[src/sv/swpmm_pkg.sv]
`default_nettype none
// ----------------------------------------------------------------------------
// Stack package
// Operation codes, status codes, field widths and sequencer states shared by
// the LIFO stack with peek, maximum and minimum.
// ----------------------------------------------------------------------------
package swpmm_pkg;

    localparam int WORD_W    = 32;
    localparam int KIND_W    = 3;
    localparam int PEEK_W    = 6;
    localparam int COUNT_W   = 7;
    localparam int STATUS_W  = 2;
    localparam int DEPTH_DEF = 64;

    localparam int S_TDATA_W = 40;
    localparam int M_TDATA_W = 48;

    localparam logic [KIND_W-1:0] OP_PUSH  = 3'd0;
    localparam logic [KIND_W-1:0] OP_POP   = 3'd1;
    localparam logic [KIND_W-1:0] OP_CLEAR = 3'd2;
    localparam logic [KIND_W-1:0] OP_PEEK  = 3'd3;
    localparam logic [KIND_W-1:0] OP_MAX   = 3'd4;
    localparam logic [KIND_W-1:0] OP_MIN   = 3'd5;

    localparam logic [STATUS_W-1:0] STAT_OK      = 2'd0;
    localparam logic [STATUS_W-1:0] STAT_FULL    = 2'd1;
    localparam logic [STATUS_W-1:0] STAT_EMPTY   = 2'd2;
    localparam logic [STATUS_W-1:0] STAT_BADPEEK = 2'd3;

    typedef enum logic [1:0] {
        ST_IDLE,
        ST_READ,
        ST_SCAN,
        ST_RESP
    } state_t;

endpackage
`default_nettype wire

[src/sv/swpmm_ram.sv]
`default_nettype none
// ----------------------------------------------------------------------------
// Generic RAM
// Single write port and single read port with registered read data.
// ----------------------------------------------------------------------------
module swpmm_ram #(
    parameter int WIDTH = 32,
    parameter int DEPTH = 64,
    localparam int AW   = (DEPTH > 1) ? $clog2(DEPTH) : 1
) (
    input  wire logic             clk,
    input  wire logic             wr_en,
    input  wire logic [AW-1:0]    wr_addr,
    input  wire logic [WIDTH-1:0] wr_data,
    input  wire logic             rd_en,
    input  wire logic [AW-1:0]    rd_addr,
    output logic      [WIDTH-1:0] rd_data
);

    logic [WIDTH-1:0] mem [DEPTH];

    always_ff @(posedge clk)
    begin
        if (wr_en)
        begin
            mem[wr_addr] <= wr_data;
        end
        if (rd_en)
        begin
            rd_data <= mem[rd_addr];
        end
    end

endmodule
`default_nettype wire

[src/sv/stack_with_peek_min_max.sv]
`default_nettype none
// Push, pop, clear and unused codes: result valid in the cycle after acceptance.
// Peek: one registered RAM read in the read state, then the result in the response state.
// Maximum and minimum: the scan state walks the entries in turn with the
// single RAM read port and one signed comparator, then the result is presented.
// One transaction at a time: the next item is taken the cycle after the result.
// Reset clears the entry count and sequencer; the word RAM is not cleared.
// ----------------------------------------------------------------------------
// LIFO stack with peek, maximum and minimum
// Fixed-depth stack of signed words held in a RAM, run by a small sequencer.
// ----------------------------------------------------------------------------
module stack_with_peek_min_max #(
    parameter int DEPTH = swpmm_pkg::DEPTH_DEF
) (
    input  wire logic                             clk,
    input  wire logic                             rst_n,
    input  wire logic                             s_axis_tvalid,
    output logic                                  s_axis_tready,
    // push_value [31:0], peek_depth [37:32], zero fill [39:38]
    input  wire logic [swpmm_pkg::S_TDATA_W-1:0]  s_axis_tdata,
    // kind [2:0]
    input  wire logic [swpmm_pkg::KIND_W-1:0]     s_axis_tuser,
    output logic                                  m_axis_tvalid,
    input  wire logic                             m_axis_tready,
    // result_value [31:0], entry_count [38:32], status [40:39], zero fill [47:41]
    output logic      [swpmm_pkg::M_TDATA_W-1:0]  m_axis_tdata
);

    localparam int AW = (DEPTH > 1) ? $clog2(DEPTH) : 1;
    localparam int CW = $clog2(DEPTH + 1);
    localparam int PW = (CW > swpmm_pkg::PEEK_W) ? CW : swpmm_pkg::PEEK_W;
    localparam int WW = swpmm_pkg::WORD_W;
    localparam int EW = swpmm_pkg::COUNT_W;
    localparam int TW = swpmm_pkg::WORD_W + swpmm_pkg::COUNT_W + swpmm_pkg::STATUS_W;

    swpmm_pkg::state_t state_reg, state_next;

    logic [CW-1:0] count_reg, count_next;
    logic [CW-1:0] scan_reg, scan_next;
    logic          first_reg, first_next;
    logic          want_max_reg, want_max_next;
    logic [WW-1:0] best_reg, best_next;
    logic [WW-1:0] result_value_reg, result_value_next;
    logic [swpmm_pkg::STATUS_W-1:0] status_reg, status_next;

    logic [WW-1:0] push_value;
    logic [swpmm_pkg::PEEK_W-1:0] peek_depth;
    logic [PW-1:0] peek_ext;
    logic [PW-1:0] count_ext;

    logic          ram_we;
    logic          ram_re;
    logic [AW-1:0] ram_raddr;
    logic [WW-1:0] ram_rdata;
    logic          better;
    logic [WW-1:0] candidate;

    assign push_value = s_axis_tdata[WW-1:0];
    assign peek_depth = s_axis_tdata[WW +: swpmm_pkg::PEEK_W];
    assign peek_ext   = PW'(peek_depth);
    assign count_ext  = PW'(count_reg);

    swpmm_ram #(
        .WIDTH (WW),
        .DEPTH (DEPTH)
    ) u_ram (
        .clk     (clk),
        .wr_en   (ram_we),
        .wr_addr (AW'(count_reg)),
        .wr_data (push_value),
        .rd_en   (ram_re),
        .rd_addr (ram_raddr),
        .rd_data (ram_rdata)
    );

    // The first entry seeds the running extreme; later ones replace it on a strict win.
    assign better    = want_max_reg ? ($signed(ram_rdata) > $signed(best_reg))
                                    : ($signed(ram_rdata) < $signed(best_reg));
    assign candidate = (first_reg || better) ? ram_rdata : best_reg;

    always_comb
    begin
        state_next        = state_reg;
        count_next        = count_reg;
        scan_next         = scan_reg;
        first_next        = first_reg;
        want_max_next     = want_max_reg;
        best_next         = best_reg;
        result_value_next = result_value_reg;
        status_next       = status_reg;
        ram_we            = 1'b0;
        ram_re            = 1'b0;
        ram_raddr         = '0;
        s_axis_tready     = 1'b0;
        m_axis_tvalid     = 1'b0;

        case (state_reg)
            swpmm_pkg::ST_IDLE:
            begin
                s_axis_tready = 1'b1;
                if (s_axis_tvalid)
                begin
                    result_value_next = '0;
                    status_next       = swpmm_pkg::STAT_OK;
                    state_next        = swpmm_pkg::ST_RESP;
                    case (s_axis_tuser)
                        swpmm_pkg::OP_PUSH:
                        begin
                            if (count_reg == CW'(DEPTH))
                            begin
                                status_next = swpmm_pkg::STAT_FULL;
                            end
                            else
                            begin
                                ram_we     = 1'b1;
                                count_next = count_reg + CW'(1);
                            end
                        end
                        swpmm_pkg::OP_POP:
                        begin
                            if (count_reg == '0)
                            begin
                                status_next = swpmm_pkg::STAT_EMPTY;
                            end
                            else
                            begin
                                count_next = count_reg - CW'(1);
                            end
                        end
                        swpmm_pkg::OP_CLEAR:
                        begin
                            count_next = '0;
                        end
                        swpmm_pkg::OP_PEEK:
                        begin
                            if (peek_ext >= count_ext)
                            begin
                                status_next = swpmm_pkg::STAT_BADPEEK;
                            end
                            else
                            begin
                                ram_re     = 1'b1;
                                ram_raddr  = AW'(count_ext - peek_ext - PW'(1));
                                state_next = swpmm_pkg::ST_READ;
                            end
                        end
                        swpmm_pkg::OP_MAX,
                        swpmm_pkg::OP_MIN:
                        begin
                            if (count_reg == '0)
                            begin
                                status_next = swpmm_pkg::STAT_EMPTY;
                            end
                            else
                            begin
                                ram_re        = 1'b1;
                                ram_raddr     = '0;
                                scan_next     = CW'(1);
                                first_next    = 1'b1;
                                want_max_next = (s_axis_tuser == swpmm_pkg::OP_MAX);
                                state_next    = swpmm_pkg::ST_SCAN;
                            end
                        end
                        default:
                        begin
                            status_next = swpmm_pkg::STAT_OK;
                        end
                    endcase
                end
            end
            swpmm_pkg::ST_READ:
            begin
                result_value_next = ram_rdata;
                state_next        = swpmm_pkg::ST_RESP;
            end
            swpmm_pkg::ST_SCAN:
            begin
                // Read data belongs to entry scan_reg - 1; the next read is issued alongside.
                best_next  = candidate;
                first_next = 1'b0;
                if (scan_reg == count_reg)
                begin
                    result_value_next = candidate;
                    state_next        = swpmm_pkg::ST_RESP;
                end
                else
                begin
                    ram_re    = 1'b1;
                    ram_raddr = AW'(scan_reg);
                    scan_next = scan_reg + CW'(1);
                end
            end
            swpmm_pkg::ST_RESP:
            begin
                m_axis_tvalid = 1'b1;
                if (m_axis_tready)
                begin
                    state_next = swpmm_pkg::ST_IDLE;
                end
            end
            default:
            begin
                state_next = swpmm_pkg::ST_IDLE;
            end
        endcase
    end

    always_ff @(posedge clk or negedge rst_n)
    begin
        if (!rst_n)
        begin
            state_reg    <= swpmm_pkg::ST_IDLE;
            count_reg    <= '0;
            scan_reg     <= '0;
            first_reg    <= 1'b0;
            want_max_reg <= 1'b0;
        end
        else
        begin
            state_reg    <= state_next;
            count_reg    <= count_next;
            scan_reg     <= scan_next;
            first_reg    <= first_next;
            want_max_reg <= want_max_next;
        end
    end

    always_ff @(posedge clk)
    begin
        best_reg         <= best_next;
        result_value_reg <= result_value_next;
        status_reg       <= status_next;
    end

    assign m_axis_tdata = {
        (swpmm_pkg::M_TDATA_W - TW)'(0),
        status_reg,
        EW'(count_reg),
        result_value_reg
    };

`ifndef SYNTHESIS
    assert property (@(posedge clk) disable iff (!rst_n)
        count_reg <= CW'(DEPTH))
        else $error("entry count exceeds the stack depth");

    assert property (@(posedge clk) disable iff (!rst_n)
        !(s_axis_tready && m_axis_tvalid))
        else $error("input taken while a result is pending");

    assert property (@(posedge clk) disable iff (!rst_n)
        (s_axis_tvalid && s_axis_tready && s_axis_tuser == swpmm_pkg::OP_POP
            && count_reg != '0)
        |=> (count_reg == $past(count_reg) - CW'(1)))
        else $error("pop did not lower the entry count by one");

    assert property (@(posedge clk) disable iff (!rst_n)
        (state_reg == swpmm_pkg::ST_SCAN) |-> (scan_reg != '0 && scan_reg <= count_reg))
        else $error("scan pointer outside the stored entries");
`endif

endmodule
`default_nettype wire

[config.mk]
export PLATFORM = sky130hd
export DESIGN_NAME = stack_with_peek_min_max
export DESIGN_NICKNAME = d
export VERILOG_FILES = /design/src/sv/swpmm_pkg.sv /design/src/sv/swpmm_ram.sv /design/src/sv/stack_with_peek_min_max.sv
export SDC_FILE = /design/constraint.sdc
export NUM_CORES = 2
export LEC_CHECK = 0
export BUFFER_PORTS_ARGS = -buffer_cell sky130_fd_sc_hd__buf_2
export CORE_MARGIN = 2
export CORE_UTILIZATION = 61
export DETAILED_ROUTE_END_ITERATION = 10
export HOLD_SLACK_MARGIN = 0.12
export PLACE_DENSITY = 0.77
export SYNTH_ARGS = -nofsm -noshare
export SYNTH_HDL_FRONTEND = slang
export SYNTH_SLANG_ARGS = --single-unit
[constraint.sdc]
create_clock -name clk -period 6.7 [get_ports clk]
set_clock_uncertainty 0.1 [all_clocks]
set_input_delay 0.67 -clock clk [delete_from_list [all_inputs] [get_ports clk]]
set_output_delay 0.67 -clock clk [all_outputs]
set_load 0.02 [all_outputs]
==> reports/metrics.yaml <==
detailed_routing:
  viasPerCell: 6.532
  drc: 0
  via_count: 53590
  drt_wl_total_um: 230400
  drtIter0Drc: 8214
  drtPass1Iterations: 7
  ant_nets: 0
  wl_per_cell_um: 28.08
yosys:
  synthDistinctLibCells: 68
  synth_flop_cell: "edfxtp_1"
  ys_ff_latch: 2164
  avgSynthCellArea_sq_um: 14.22
  async_flop_share_pct: 0.8318
  synth_area_sq_mm: 0.08568
  synth_edf_count: 2146
  ys_seq_area_share_pct: 75.74
  postSynthCellCount: 6025
  synth_warnings: 0
timing:
  period_share_pct: 82.90
  worst_pin_slew_ns: 1.322
  max_freq_mhz: 180.0
  rsz0062_at_grt: "no"
  period_needed_ns: 5.554
  slew_headroom_pct: 11.66
  fin_tns_setup_ns: 0
  slew_viol_final: 0
  hold_viol_final: 0
  setup_viol: 0
layout:
  final-seq-area_sq_mm: 0.06489
  top_register: "u_ram.mem"
  drive_above_1_share_pct: 10.86
  multiInputGateArea_sq_mm: 0.01952
  final_area_sq_mm: 0.09549
  final_nets: 6259
  nFillCells: 8983
  syn_to_final_growth_pct: 11.45
  largest_register_ffs: 2048
placement:
  gp_congestion: 0.9565
  hpwl_um: 126400
  port_buffers: 87
  dpl-instance-area_sq_mm: 0.08925
pwr:
  combinationalPowerShare_pct: 26.3
  swShare_pct: 32.40
  vdd_drop_max_v: 0.0003875
  p_int_mw: 24.56
  p_total_mw: 36.34
  power.switching_mw: 11.77
  leakage_nw: 32.36
  power_frac_clock_pct: 29.9
  power_density_mw_per_mm2: 380.5
  seq_power_share_pct: 43.8
global_routing:
  grt_pass1_wl_um: 330200
  grt_max_degree: 153
  grt_use_total_pct: 31.96
  grt-ovfl-total: 0
  antenna_found_initial: 11
  grt_pass1_vias: 51240
hold_path:
  min_path_type: "primary input to flop"
die:
  die_h_um: 378.8
  core_area_sq_mm: 0.1395
  start_util_pct: 61.40
  die_w_um: 378.8
  pin_count: 97
  rows: 137
  die_area_sq_mm: 0.1435
cts:
  postCtsResizedCells: 0
  clk_pin_slew_ns: 0.07
  clockRootBuffer: "clkbuf_16"
  numCtsBuffers: 201
  cts.sinks: 2164
  clock_latency_ns: 0.84
  cts_setup_buffers: 0
  tritoncts: "done"
  cts-htree-levels: 4
  cts_buffer_depth: 3
critical_path:
  critPathKind: "flop to flop"
  crit_path_start_kind: "flop"
  cp.arrival_ns: 5.93
  crit_fanout: 34
  crit_required_ns: 7.07
  crit_path_end_kind: "flop"
job:
  max_cap_violations: 0
outcome:
  status: "completed"
-- cells in the mapped netlist, drive strengths merged (4+ instances only) --
cell type	n	area (sq um)
inv	53	198.9
o21ai	45	232.7
dfrtp	18	450.4
xnor2	11	96.34
nand4	107	675.7
buf	187	1072
mux2	35	394.1
nand2	1598	6001
nand3	340	1702
xor2	9	78.83
a21oi	150	750.7
a211oi	4	35.03
clkbuf	183	686.9
and3	67	419.2
o22ai	66	419.2
o41ai	64	560.5
a22o	7	61.31
a22oi	4	40.03
mux2i	288	2883
edfxtp	2146	64440
nor2b	8	50.05
nor2	130	490.5
a21o	17	127.6
o21a	5	45.04
a31oi	256	1602
ha	52	650.6
a32oi	130	1139
-- worst max-delay path: stages, from the launching register on --
cell and delay [ns]:
dfrtp_1 0.41, inv_1 0.10, ha_1 0.47, and2_1 0.59, o311a_2 0.32, o21a_4 0.27
and3_1 0.19, a21bo_2 0.84, buf_4 0.55, nand3_1 0.14, nand4_1 0.12, a31oi_1 0.08
a31oi_1 0.54, nand4_1 0.43
-- area by class of cell --
cell class,instances,share of cell area [%]
Multi-Input combinational cell,3444,20.44
Timing Repair Buffer,294,2.429
Clock buffer,257,5.555
Antenna cell,5,0.01310
Sequential cell,2164,67.96
Clock inverter,112,0.9369
Tap cell,1876,2.458
Inverter,53,0.2083
-- kinds of logic after synthesis --
group / share of synthesized area (%)
buffers and inverters: 2.286
muxes: 3.825
adders and majority gates: 0.8061
DFF: 75.74
and+or+nand+nor: 11.05
xor gates and xnor gates: 0.2045
other: 0.004377
AOI/OAI and AO/OA: 6.081
-- final timing paths --
check	to	startpoint	depth (start not counted)	slack, ns
max in group asynchronous	state_reg[0]	rst_n	2	5.88
min reg2reg	state_reg[0]	state_reg[0]	1	0.45
max reg2reg	u_ram.rd_data[23]	state_reg[1]	13	1.15
min	status_reg[0]	s_axis_tuser[2]	2	0.23
max	u_ram.rd_data[23]	state_reg[1]	13	1.15
min in group asynchronous	scan_reg[5]	rst_n	2	0.25
-- metal layers --
layer / track usage, % / vias up / wire length [um]
li1: - / 22910 / -
met1: 42.67 / 26440 / 82020
met2: 49.10 / 3673 / 105300
met3: 8.781 / 560 / 31360
met4: 15.35 / 8 / 11690
met5: 0 / - / 61
-- power by group through the flow --
stage | Sequential (mW) | Combinational (mW) | Clock, mW
3_5_place_dp | 16.2 | 9.32 | 0
2_1_floorplan | 16.2 | 6.13 | 0
5_1_grt | 16.0 | 10.2 | 11.4
3_3_place_gp | 16.2 | 9.06 | 0
6_report | 15.9 | 9.56 | 10.8
4_1_cts | 15.9 | 9.38 | 10.9
-- cell usage in the layout, fill, tap and decap left out, types with 17 or more instances in the layout --
cell type | netlist | layout
nand4_1 | 106 | 106
mux2i_1 | 288 | 288
a31oi_1 | 256 | 255
clkbuf_16 | 0 | 204
o22ai_1 | 65 | 65
a21oi_1 | 150 | 149
a32oi_1 | 130 | 130
a21o_1 | 17 | 17
dfrtp_1 | 18 | 18
buf_4 | 32 | 179
nor2_1 | 129 | 62
edfxtp_1 | 2146 | 2146
nand2_1 | 1597 | 1594
o21ai_0 | 40 | 40
clkbuf_1 | 183 | 53
nand3_1 | 340 | 339
ha_1 | 52 | 51
buf_12 | 0 | 26
and3_1 | 67 | 67
buf_2 | 116 | 87
inv_1 | 53 | 53
clkinv_2 | 0 | 30
mux2_2 | 35 | 35
nor2_4 | 0 | 65
o41ai_1 | 64 | 62
clkinv_1 | 0 | 57
-- repair_timing --
item	in CTS	in global routing
endpoints found under the hold margin	19	0
hold buffers	2	0
endpoints found under the setup margin	0	0
-- stage by stage --
step           setup slack [ns]  std cells  utilization (%)  hold WS [ns]
2_1_floorplan             2.252       6031                -        0.2744
6_report                  1.146       8205            68.43        0.2263
3_3_place_gp              1.351       7829            63.97        0.4252
4_1_cts                   1.420       8200            68.42        0.1452
5_1_grt                  0.9948       8200            68.42        0.1942
3_5_place_dp              1.245       7829            63.97        0.4446
No activity file was read; power rests on OpenSTA's default activity.
